`src/bmr_pkg.sv`:
```
// ----------------------------------------------------------------------------
// Bulk message reassembler package
// Shared item codes, receiver states and the result record of the block.
// ----------------------------------------------------------------------------
`default_nettype none

package bmr_pkg;

    // Item commands.
    typedef enum logic [1:0] {
        CMD_FIRST  = 2'd0,
        CMD_CONSEC = 2'd1,
        CMD_RESET  = 2'd2
    } cmd_t;

    // Frame status codes as reported at frame end.
    typedef enum logic [1:0] {
        ST_OK         = 2'd0,
        ST_ERROR      = 2'd1,
        ST_BAD_LENGTH = 2'd2
    } status_t;

    // Receiver state codes as reported on receiver_state.
    localparam logic [1:0] RS_IDLE      = 2'd0;
    localparam logic [1:0] RS_RECEIVING = 2'd1;
    localparam logic [1:0] RS_COMPLETE  = 2'd2;
    localparam logic [1:0] RS_ERROR     = 2'd3;

    // Receiver state machine, one-hot.
    typedef enum logic [3:0] {
        MODE_IDLE      = 4'b0001,
        MODE_RECEIVING = 4'b0010,
        MODE_COMPLETE  = 4'b0100,
        MODE_ERROR     = 4'b1000
    } mode_t;

    // Frame byte positions.
    localparam logic [7:0] POS_KIND      = 8'd1;
    localparam logic [7:0] POS_LEN_FIRST = 8'd2;
    localparam logic [7:0] POS_LEN_LAST  = 8'd5;
    localparam logic [7:0] HEADER_BYTES  = 8'd6;
    localparam logic [7:0] CONSEC_HEADER = 8'd2;
    localparam logic [7:0] POS_MAX       = 8'hFF;
    localparam logic [7:0] SEQ_FIRST     = 8'd1;

    // One result record.
    typedef struct packed {
        logic        data_valid;
        logic [7:0]  out_byte;
        logic [31:0] message_offset;
        logic        message_start;
        logic        frame_done;
        logic [1:0]  frame_status;
        logic        flow_control_request;
        logic [1:0]  receiver_state;
        logic [7:0]  payload_kind;
        logic [31:0] message_length;
    } result_t;

endpackage

`default_nettype wire

```
`src/bmr_core.sv`:
```
// ----------------------------------------------------------------------------
// Bulk message reassembler core
// Receiver state and the combinational decode of one frame byte per transfer.
// ----------------------------------------------------------------------------
`default_nettype none

module bmr_core
    import bmr_pkg::*;
#(
    parameter int LENGTH_BITS = 32
)
(
    input  wire logic        clk,
    input  wire logic        rst_n,
    input  wire logic        accept,
    input  wire logic [1:0]  cmd,
    input  wire logic        has_byte,
    input  wire logic [7:0]  in_byte,
    input  wire logic        frame_end,
    output result_t          result
);

    localparam logic [32:0] LEN_MAX = (33'd1 << LENGTH_BITS) - 33'd1;

    mode_t                  rx_mode_reg,        rx_mode_next;
    logic [7:0]             byte_position_reg,  byte_position_next;
    logic                   seq_error_reg,      seq_error_next;
    logic                   frame_skipped_reg,  frame_skipped_next;
    logic [7:0]             pending_kind_reg,   pending_kind_next;
    logic [31:0]            pending_length_reg, pending_length_next;
    logic [7:0]             kind_held_reg,      kind_held_next;
    logic [LENGTH_BITS-1:0] length_held_reg,    length_held_next;
    logic [LENGTH_BITS-1:0] bytes_received_reg, bytes_received_next;
    logic [7:0]             next_sequence_reg,  next_sequence_next;

    logic                   is_first;
    logic                   is_consec;
    logic [7:0]             pos;
    logic [1:0]             lane;
    logic [LENGTH_BITS-1:0] cap_pending_cur;
    logic [LENGTH_BITS-1:0] cap_pending_new;
    logic [1:0]             state_code;

    // Saturate a decoded length to the width of the length counters.
    function automatic logic [LENGTH_BITS-1:0] cap_length(input logic [31:0] v);
        logic [LENGTH_BITS-1:0] r;
        if ({1'b0, v} > LEN_MAX)
        begin
            r = '1;
        end
        else
        begin
            r = v[LENGTH_BITS-1:0];
        end
        return r;
    endfunction

    assign is_first        = (cmd == CMD_FIRST);
    assign is_consec       = (cmd == CMD_CONSEC);
    assign pos             = byte_position_reg;
    assign lane            = 2'(pos - POS_LEN_FIRST);
    assign cap_pending_cur = cap_length(pending_length_reg);
    assign cap_pending_new = cap_length(pending_length_next);

    always_comb
    begin
        rx_mode_next        = rx_mode_reg;
        byte_position_next  = byte_position_reg;
        seq_error_next      = seq_error_reg;
        frame_skipped_next  = frame_skipped_reg;
        pending_kind_next   = pending_kind_reg;
        pending_length_next = pending_length_reg;
        kind_held_next      = kind_held_reg;
        length_held_next    = length_held_reg;
        bytes_received_next = bytes_received_reg;
        next_sequence_next  = next_sequence_reg;

        result.data_valid           = 1'b0;
        result.out_byte             = 8'd0;
        result.message_offset       = 32'd0;
        result.message_start        = 1'b0;
        result.frame_done           = 1'b0;
        result.frame_status         = ST_OK;
        result.flow_control_request = 1'b0;

        if (cmd == CMD_RESET)
        begin
            rx_mode_next        = MODE_IDLE;
            byte_position_next  = 8'd0;
            seq_error_next      = 1'b0;
            frame_skipped_next  = 1'b0;
            pending_kind_next   = 8'd0;
            pending_length_next = 32'd0;
            kind_held_next      = 8'd0;
            length_held_next    = '0;
            bytes_received_next = '0;
            next_sequence_next  = SEQ_FIRST;
        end
        else if (is_first || is_consec)
        begin
            if (is_consec && rx_mode_reg != MODE_RECEIVING)
            begin
                frame_skipped_next = 1'b1;
            end

            if (has_byte)
            begin
                if (pos != POS_MAX)
                begin
                    byte_position_next = pos + 8'd1;
                end

                if (is_first)
                begin
                    if (pos == POS_KIND)
                    begin
                        pending_kind_next = in_byte;
                    end
                    else if (pos >= POS_LEN_FIRST && pos <= POS_LEN_LAST)
                    begin
                        pending_length_next[8*lane +: 8] = in_byte;
                        if (pos == POS_LEN_LAST)
                        begin
                            result.message_start = 1'b1;
                            bytes_received_next  = '0;
                        end
                    end
                    else if (pos >= HEADER_BYTES && bytes_received_reg < cap_pending_cur)
                    begin
                        result.data_valid     = 1'b1;
                        result.out_byte       = in_byte;
                        result.message_offset = 32'(bytes_received_reg);
                        bytes_received_next   = bytes_received_reg + LENGTH_BITS'(1);
                    end
                end
                else if (!frame_skipped_next)
                begin
                    if (pos == POS_KIND)
                    begin
                        if (in_byte != next_sequence_reg)
                        begin
                            seq_error_next = 1'b1;
                        end
                    end
                    else if (pos >= CONSEC_HEADER && !seq_error_reg &&
                             bytes_received_reg < length_held_reg)
                    begin
                        result.data_valid     = 1'b1;
                        result.out_byte       = in_byte;
                        result.message_offset = 32'(bytes_received_reg);
                        bytes_received_next   = bytes_received_reg + LENGTH_BITS'(1);
                    end
                end
            end

            if (frame_end)
            begin
                result.frame_done = 1'b1;
                if (is_first)
                begin
                    if (byte_position_next < HEADER_BYTES)
                    begin
                        rx_mode_next        = MODE_ERROR;
                        result.frame_status = ST_BAD_LENGTH;
                    end
                    else
                    begin
                        kind_held_next     = pending_kind_next;
                        length_held_next   = cap_pending_new;
                        next_sequence_next = SEQ_FIRST;
                        if (bytes_received_next >= cap_pending_new)
                        begin
                            rx_mode_next = MODE_COMPLETE;
                        end
                        else
                        begin
                            rx_mode_next                = MODE_RECEIVING;
                            result.flow_control_request = 1'b1;
                        end
                    end
                end
                else
                begin
                    if (frame_skipped_next)
                    begin
                        result.frame_status = ST_ERROR;
                    end
                    else if (byte_position_next < CONSEC_HEADER)
                    begin
                        rx_mode_next        = MODE_ERROR;
                        result.frame_status = ST_BAD_LENGTH;
                    end
                    else if (seq_error_next)
                    begin
                        rx_mode_next        = MODE_ERROR;
                        result.frame_status = ST_ERROR;
                    end
                    else
                    begin
                        next_sequence_next = next_sequence_reg + 8'd1;
                        if (bytes_received_next >= length_held_reg)
                        begin
                            rx_mode_next = MODE_COMPLETE;
                        end
                    end
                end
                // Every frame end starts the next frame from scratch.
                byte_position_next = 8'd0;
                seq_error_next     = 1'b0;
                frame_skipped_next = 1'b0;
            end
        end

        result.receiver_state = state_code;
        result.payload_kind   = kind_held_next;
        result.message_length = 32'(length_held_next);
    end

    always_comb
    begin
        unique case (rx_mode_next)
            MODE_IDLE:      state_code = RS_IDLE;
            MODE_RECEIVING: state_code = RS_RECEIVING;
            MODE_COMPLETE:  state_code = RS_COMPLETE;
            MODE_ERROR:     state_code = RS_ERROR;
            default:        state_code = RS_IDLE;
        endcase
    end

    always_ff @(posedge clk or negedge rst_n)
    begin
        if (!rst_n)
        begin
            rx_mode_reg        <= MODE_IDLE;
            byte_position_reg  <= 8'd0;
            seq_error_reg      <= 1'b0;
            frame_skipped_reg  <= 1'b0;
            pending_kind_reg   <= 8'd0;
            pending_length_reg <= 32'd0;
            kind_held_reg      <= 8'd0;
            length_held_reg    <= '0;
            bytes_received_reg <= '0;
            next_sequence_reg  <= SEQ_FIRST;
        end
        else if (accept)
        begin
            rx_mode_reg        <= rx_mode_next;
            byte_position_reg  <= byte_position_next;
            seq_error_reg      <= seq_error_next;
            frame_skipped_reg  <= frame_skipped_next;
            pending_kind_reg   <= pending_kind_next;
            pending_length_reg <= pending_length_next;
            kind_held_reg      <= kind_held_next;
            length_held_reg    <= length_held_next;
            bytes_received_reg <= bytes_received_next;
            next_sequence_reg  <= next_sequence_next;
        end
    end

endmodule

`default_nettype wire

```
`src/bulk_message_reassembler_top.sv`:
```
// ----------------------------------------------------------------------------
// Bulk message reassembler
// Receives segmented message frames one frame byte per transfer, checks
// headers and sequence numbers, and emits message bytes with their offsets.
//
// Usage:
//   The item channel (item_valid/item_stall) carries one frame byte, an
//   empty frame end, or a receiver reset per transfer. The result channel
//   (result_valid/result_stall) returns exactly one result per item.
//   The result of an item is registered and presented at the output from
//   the next cycle on. Throughput is one item per cycle while the receiver
//   does not stall; it is set by the single output register, which is reloaded
//   in the same cycle its contents are taken.
//   When the receiver stalls with a result pending, item_stall rises in the
//   same cycle and no item is taken until the result is transferred.
//   Asynchronous reset puts the receiver in the idle state with the held
//   header cleared and the expected sequence number at one; the output
//   register is empty after reset.
// ----------------------------------------------------------------------------
`default_nettype none

module bulk_message_reassembler_top
    import bmr_pkg::*;
#(
    parameter int LENGTH_BITS = 32
)
(
    input  wire logic        clk,
    input  wire logic        rst_n,

    input  wire logic        item_valid,
    output logic             item_stall,
    input  wire logic [1:0]  cmd,
    input  wire logic        has_byte,
    input  wire logic [7:0]  in_byte,
    input  wire logic        frame_end,

    output logic             result_valid,
    input  wire logic        result_stall,
    output logic             data_valid,
    output logic [7:0]       out_byte,
    output logic [31:0]      message_offset,
    output logic             message_start,
    output logic             frame_done,
    output logic [1:0]       frame_status,
    output logic             flow_control_request,
    output logic [1:0]       receiver_state,
    output logic [7:0]       payload_kind,
    output logic [31:0]      message_length
);

    logic    accept;
    result_t core_result;
    result_t result_reg;
    logic    result_valid_reg, result_valid_next;

    // The input is held off only while a finished result waits and the
    // receiver is stalling; otherwise the output register frees this cycle.
    assign item_stall = result_valid_reg & result_stall;
    assign accept     = item_valid & ~item_stall;

    bmr_core #(
        .LENGTH_BITS (LENGTH_BITS)
    ) u_core (
        .clk       (clk),
        .rst_n     (rst_n),
        .accept    (accept),
        .cmd       (cmd),
        .has_byte  (has_byte),
        .in_byte   (in_byte),
        .frame_end (frame_end),
        .result    (core_result)
    );

    always_comb
    begin
        if (accept)
        begin
            result_valid_next = 1'b1;
        end
        else if (result_stall)
        begin
            result_valid_next = result_valid_reg;
        end
        else
        begin
            result_valid_next = 1'b0;
        end
    end

    always_ff @(posedge clk or negedge rst_n)
    begin
        if (!rst_n)
        begin
            result_valid_reg <= 1'b0;
        end
        else
        begin
            result_valid_reg <= result_valid_next;
        end
    end

    // The result payload is loaded only when a new item is taken, so a
    // stalled result stays unchanged.
    always_ff @(posedge clk)
    begin
        if (accept)
        begin
            result_reg <= core_result;
        end
    end

    assign result_valid         = result_valid_reg;
    assign data_valid           = result_reg.data_valid;
    assign out_byte             = result_reg.out_byte;
    assign message_offset       = result_reg.message_offset;
    assign message_start        = result_reg.message_start;
    assign frame_done           = result_reg.frame_done;
    assign frame_status         = result_reg.frame_status;
    assign flow_control_request = result_reg.flow_control_request;
    assign receiver_state       = result_reg.receiver_state;
    assign payload_kind         = result_reg.payload_kind;
    assign message_length       = result_reg.message_length;

endmodule

`default_nettype wire
```
`config.mk`:
```
export PLATFORM = sky130hd
export DESIGN_NAME = bulk_message_reassembler_top
export DESIGN_NICKNAME = d
export VERILOG_FILES = /design/src/bmr_pkg.sv /design/src/bmr_core.sv /design/src/bulk_message_reassembler_top.sv
export SDC_FILE = /design/constraint.sdc
export NUM_CORES = 1
export LEC_CHECK = 0
export ABC_CLOCK_PERIOD_IN_PS = 9000
export BUFFER_PORTS_ARGS = -buffer_cell sky130_fd_sc_hd__buf_2
export CAP_MARGIN = 20
export CORE_MARGIN = 10
export CORE_UTILIZATION = 35
export DETAILED_ROUTE_END_ITERATION = 12
export PLACE_DENSITY = 0.6
export SLEW_MARGIN = 20
export SYNTH_ARGS = -nofsm -noshare
export SYNTH_HDL_FRONTEND = slang
export SYNTH_SLANG_ARGS = --single-unit
export TNS_END_PERCENT = 1
```
`constraint.sdc`:
```
create_clock -name clk -period 9 [get_ports clk]
set_input_delay 0.45 -clock clk [delete_from_list [all_inputs] [get_ports clk]]
set_output_delay 0.45 -clock clk [all_outputs]
set_load 0.03 [all_outputs]
```
* After elaboration in Yosys (flattened, before gate mapping)
Cells that the tools add are included.
** Cells by class
- Add/subtract/negate cells :: 5
- Magnitude comparators :: 9
- Eq/ne operators :: 15
- Shift operators :: 2
- Mux-type cells :: 97
- Bitwise gates (word level) :: 8
- Reductions and logical operators :: 17
** Operators with widths (number)
- 32-bit 2-to-1 mux :: 24
- 41-bit 2-to-1 mux :: 6
- 8-bit 2-to-1 mux :: 25
- 32-bit greater-or-equal comparator :: 2
- 32-bit less-than comparator :: 2
- 42-bit 2-to-1 mux :: 1
- 4-bit 2-to-1 mux :: 10
- 5-bit negator with 34-bit output :: 1
- 8-bit by 34-bit variable shift with 32-bit output, first input constant :: 1
- 8-bit by 34-bit indexed part select with 32-bit output :: 1
- 32-bit by 1-bit adder with 32-bit output, second input constant :: 1
- 32-bit bitwise mux :: 1
- 1-bit 2-to-1 mux :: 24
- 8-bit by 1-bit adder with 8-bit output, second input constant :: 2
- 3-bit by 1-bit != test with 1-bit output, second input constant :: 3
- 8-bit by 1-bit == test with 1-bit output, second input constant :: 1
- 8-bit by 3-bit == test with 1-bit output, second input constant :: 1
- 8-bit by 2-bit greater-or-equal comparator with 1-bit output, second input constant :: 1
- 8-bit by 3-bit greater-or-equal comparator with 1-bit output, second input constant :: 1
- 8-bit by 3-bit less-or-equal comparator with 1-bit output, second input constant :: 1
- 8-bit by 2-bit less-than comparator with 1-bit output, second input constant :: 1
- 8-bit by 3-bit less-than comparator with 1-bit output, second input constant :: 1
- 2-bit 2-to-1 mux :: 4
- 8-bit != test :: 1
- other kinds (25) :: 37
** Storage, ports and cells
- Register bits after elaboration :: 223
- Input port bits :: 16
- Output and inout port bits :: 90

* Longest topological paths before layout
- Depth in word-level cells :: 21
- Mapped depth :: 24
- Gate-level depth less buffers :: 21

* Hierarchy
A second synthesis with hierarchy kept.
** Unflattened totals
- Cell total of the unflattened synthesis :: 1813
- Area total of the unflattened synthesis :: 15952.8 um^2
** Modules (own cells, without submodules)
- bmr_core :: times used 1, cells an instance 1721, area an instance 13260.2 um^2, seq. area each 3355.7 um^2
- bulk_message_reassembler_top :: times used 1, cells an instance 92, area an instance 2692.6 um^2, seq. area each 2667.6 um^2

* Least setup slack after synthesis
OpenSTA, ideal clock, no wires.
- Path type :: reg-to-reg
- Start point :: reg u_core.byte_position_reg[0]
- End point :: reg result_reg (netlist bit receiver_state[0]), data pin
- Library setup time :: 0.255 ns
- Arrival :: 4.824 ns
- Setup slack :: 3.921 ns
- Stages on the path, launching flop included :: 23
- Buffers on the path :: 2
- Path through :: dfrtp_1 clkbuf_1 inv_1 ha_1 nor2b_1 o21ai_0 a221oi_2 o211ai_1 nor3_4 nand2_2 buf_2 o211ai_1 o211ai_1 a32o_1 ha_1 and4_1 or4b_2 a31oi_1 o21ai_0 and3_1 nand3b_1 xor2_1 and3_1
** RTL lines
- from (decl) :: line bmr_core.sv:26 : logic [7:0] byte_position_reg, byte_position_next;
- from (signal assigned) :: line bmr_core.sv:248 : byte_position_reg <= byte_position_next;
- to (signal assigned) :: line bulk_message_reassembler_top.sv:109 : result_reg <= core_result;
- to (decl) :: line bulk_message_reassembler_top.sv:54 : result_t result_reg;

==> flow_summary_export.csv <==
group,metric,value,unit
run_status,status,"completed",
detailed_routing,drtIter0Drc,1393,
placed_design,dp_hpwl,41800,µm
worst_setup_path,crit_chain,"ha_1 > a211o_1 > a31oi_1 > o21a_1 > o221ai_1 > a21oi_4 > nand2_1 > o22ai_1 > a21oi_1 > a21oi_1 > ha_1 > nand4_1 > nor3_1 > o21ai_0 > a31oi_1 > o21ai_0 > and3_1 > nand3b_1 > xor2_1 > and3_1",
worst_setup_path,cp.required,9320,ps
power,power_switching,997,µW
floorplanning,die_y,231,µm
clock_network,postCtsHoldBufs,1,
clock_network,clk_latency,580,ps
floorplanning,num_rows,77,
sta,hold_viol,0,
sta,worst_slack,1390,ps
sta,fmax,0.131,GHz
worst_setup_path,critPathSlowestCell,"o22ai_1",
synth,synth_edf_count,88,
power,combPwrFrac,22.0,%
sta,slew_headroom,24.2,%
power,switching_share,32.9,%
synth,synth_area_leaders,"dfrtp_1 21%, edfxtp_1 17%, ha_1 11%",
synth,yosysTopAreaCell,"dfrtp_1",
placed_design,post_dp_cell_area,16600,µm²
sta,tns,0,ps
floorplanning,dieArea,53200,µm²
global_route,grt.overflow.total,0,
detailed_routing,routed_wire_length_per_instance,24.0,µm
detailed_routing,highest_layer,"met4",
synth,synth_area,15500,µm²
clock_network,htreeDepth,1,
global_route,antenna_found_initial,0,
clock_network,cts_resized,0,
power,power.total,3.03,mW
cells_and_area,antenna_cells,0,
worst_setup_path,worstSetupPathType,"reg -> reg",
sta,drv_slew,0,
cells_and_area,instances_no_fill,2395,
worst_hold_path,min-delay-start,"item_valid",
worst_setup_path,cp-start-kind,"register",
power,p_seq_share,39.1,%
clock_network,clockBufferDepth,3,
worst_hold_path,whs_path_depth,2,
sta,fin_crit,7610,ps
worst_setup_path,rrSetupSlack,1390,ps
detailed_routing,dr.pass1.iters,5,
placed_design,pre_cts_slack,1630,ps
global_route,grt_pass1_vias,13600,
clock_network,root_buffer,"clkbuf_16",
global_route,grt_usage,20.8,%
worst_setup_path,end_kind,"register",
detailed_routing,drc,0,
detailed_routing,detail-route-antenna-nets,0,
global_route,grt_pass1_wl,86600,µm
synth,synth_top_area_share,21.4,%
detailed_routing,vias,14300,
worst_setup_path,slowest_delay,820,ps
detailed_routing,routed_wl,57400,µm
clock_network,path_clk_slew,60,ps
worst_hold_path,min_path_type,"in -> reg",
detailed_routing,via_per_inst,5.97,
cells_and_area,fin_nets,1933,
cells_and_area,drive_gt1_share,13.5,%
clock_network,cts_buffers,29,
synth,ys_seq_area_share,38.8,%
cells_and_area,stdcell_area,17500,µm²
synth,yosysUniqueCellTypes,95,
floorplanning,die_x,231,µm
detailed_routing,met1_length,24000,µm
detailed_routing,met2_length,26200,µm
power,clkPwrFrac,38.9,%
job,cap_violations,0,
sta,period_share,84.6,%
worst_setup_path,r2r-end,"receiver_state[0]$_DFFE_PP_",
power,p_int,2.03,mW
worst_setup_path,worst_r2r_path_depth,20,
power,p_leak,7.55,nW
worst_setup_path,crit_fanout,22,
floorplanning,num_io_pins,106,
clock_network,cts_tree,"yes",
placed_design,place.gp.congestion,0.986,
sta,worst_pin_slew,1130,ps
floorplanning,coreArea,44000,µm²
sta,setup_viol_count_final,0,
worst_setup_path,cp.arrival,7930,ps
clock_network,clock-sinks,223,
synth,avgSynthCellArea,9.00,µm²
power,peakVddDrop,0.152,mV
worst_hold_path,hold_end,"result_valid$_DFFE_PN0P_",
synth,yosysWarningCount,0,
power,power_per_cell_area,173,nW/µm²
global_route,grt_max_degree,77,
sta,final.setup_skew,16.2,ps
synth,postSynthCellCount,1727,
placed_design,dp_cells,2340,
worst_setup_path,r2r_start,"u_core.bytes_received_reg[2]$_DFFE_PN0P_",
sta,rsz0062_at_grt,"false",
cells_and_area,syn_to_final_growth,12.9,%
synth,syn_nets,1880,
clock_network,postCtsSetupRepairBufs,0,
synth,synthArstFlopShare,60.5,%
synth,ys_ff_latch,223,
detailed_routing,route.met3.wl,5390,µm
floorplanning,start_util,35.3,%
synth,synth_ff_type,"dfrtp_1",
placed_design,io_buffers,105,
## stage by stage
stage,hold WS [ps],utilization (%)
after floorplan,154,-
after global placement,462,37.6
after detailed placement,472,37.6
after CTS,82.9,39.9
after global routing,122,39.9
final,101,39.9
## layer usage
layer  GRT usage, %  up-vias
li1               -     6532
met1           27.3     6921
met2           33.4      728
met3           4.48      120
met4           6.72        0
met5              0        -
## worst max-delay path by stage
stage / from / end / slack, ps / depth (start not counted)
5_1_grt: u_core.bytes_received_reg[2]$_DFFE_PN0P_ / receiver_state[0]$_DFFE_PP_ / 1130 / 20
3_3_place_gp: u_core.bytes_received_reg[2]$_DFFE_PN0P_ / receiver_state[1]$_DFFE_PP_ / 1420 / 19
4_1_cts: u_core.bytes_received_reg[2]$_DFFE_PN0P_ / receiver_state[0]$_DFFE_PP_ / 1610 / 20
3_5_place_dp: u_core.bytes_received_reg[2]$_DFFE_PN0P_ / receiver_state[0]$_DFFE_PP_ / 1630 / 20
2_1_floorplan: u_core.byte_position_reg[0]$_DFFE_PN0P_ / receiver_state[0]$_DFFE_PP_ / 3920 / 22
6_report: u_core.bytes_received_reg[2]$_DFFE_PN0P_ / receiver_state[0]$_DFFE_PP_ / 1390 / 20
## worst max-delay path, delay by kind of cell (launching register included)
kind | cells | cell delay, ps
xor+xnor | 1 | 190
fa+ha+maj | 2 | 560
compound gates | 11 | 3800
flops | 1 | 690
simple gates | 6 | 2100
## cell type report
| cell class | instances | area (µm²) |
|---|---|---|
| inverter | 95 | 359 |
| clock inverter | 20 | 203 |
| sequential | 223 | 6020 |
| tap | 592 | 741 |
| timing repair buffer | 138 | 782 |
| clock buffer | 34 | 764 |
| fill | 4409 | 26500 |
| multi-input combinational | 1293 | 8680 |
## cells in the mapped netlist (all sizes together), types with 7 or more instances
master / number
o21ai: 120
ha: 137
and2: 39
o211ai: 25
nor2: 105
a21oi: 123
nand3: 69
nor2b: 9
nand4: 44
o31ai: 23
nor3: 42
xor2: 11
a22o: 19
a31oi: 13
nand2: 199
a21o: 42
dfrtp: 133
nor4: 10
and3: 24
mux2i: 20
edfxtp: 88
a22oi: 46
or3: 9
and4: 9
nor3b: 7
clkbuf: 75
a211oi: 17
o22ai: 18
o21a: 7
inv: 94
nand2b: 8
buf: 41
## cell families (layout without fill, tap and decap cells)
group | after synthesis | after routing | share of synthesized area (%)
flip-flops | 223 | 223 | 38.8
XOR/XNOR | 17 | 17 | 0.958
adder cells (fa/ha/maj) | 137 | 137 | 11.0
buffers and inverters | 211 | 287 | 5.59
multiplexers | 23 | 23 | 1.59
AO/OA/AOI/OAI | 526 | 526 | 22.8
AND/OR/NAND/NOR | 590 | 590 | 19.3
## cell usage in the layout, fill, tap and decap left out, drive strengths merged, types with 46 or more instances in the layout
master  instances
nand2         199
ha            137
buf           137
dfrtp         133
a21oi         123
o21ai         120
nor2          105
inv            97
edfxtp         88
nand3          69
a22oi          46
## power by group through the flow
stage                     clock, mW  combinational (mW)  sequential (mW)
after floorplan                   0               0.401             1.21
after global placement            0               0.642             1.20
after CTS                      1.20               0.655             1.18
final                          1.18               0.666             1.18
after detailed placement          0               0.653             1.20
after global routing           1.25               0.722             1.19
(Power assumes the default switching activity.)
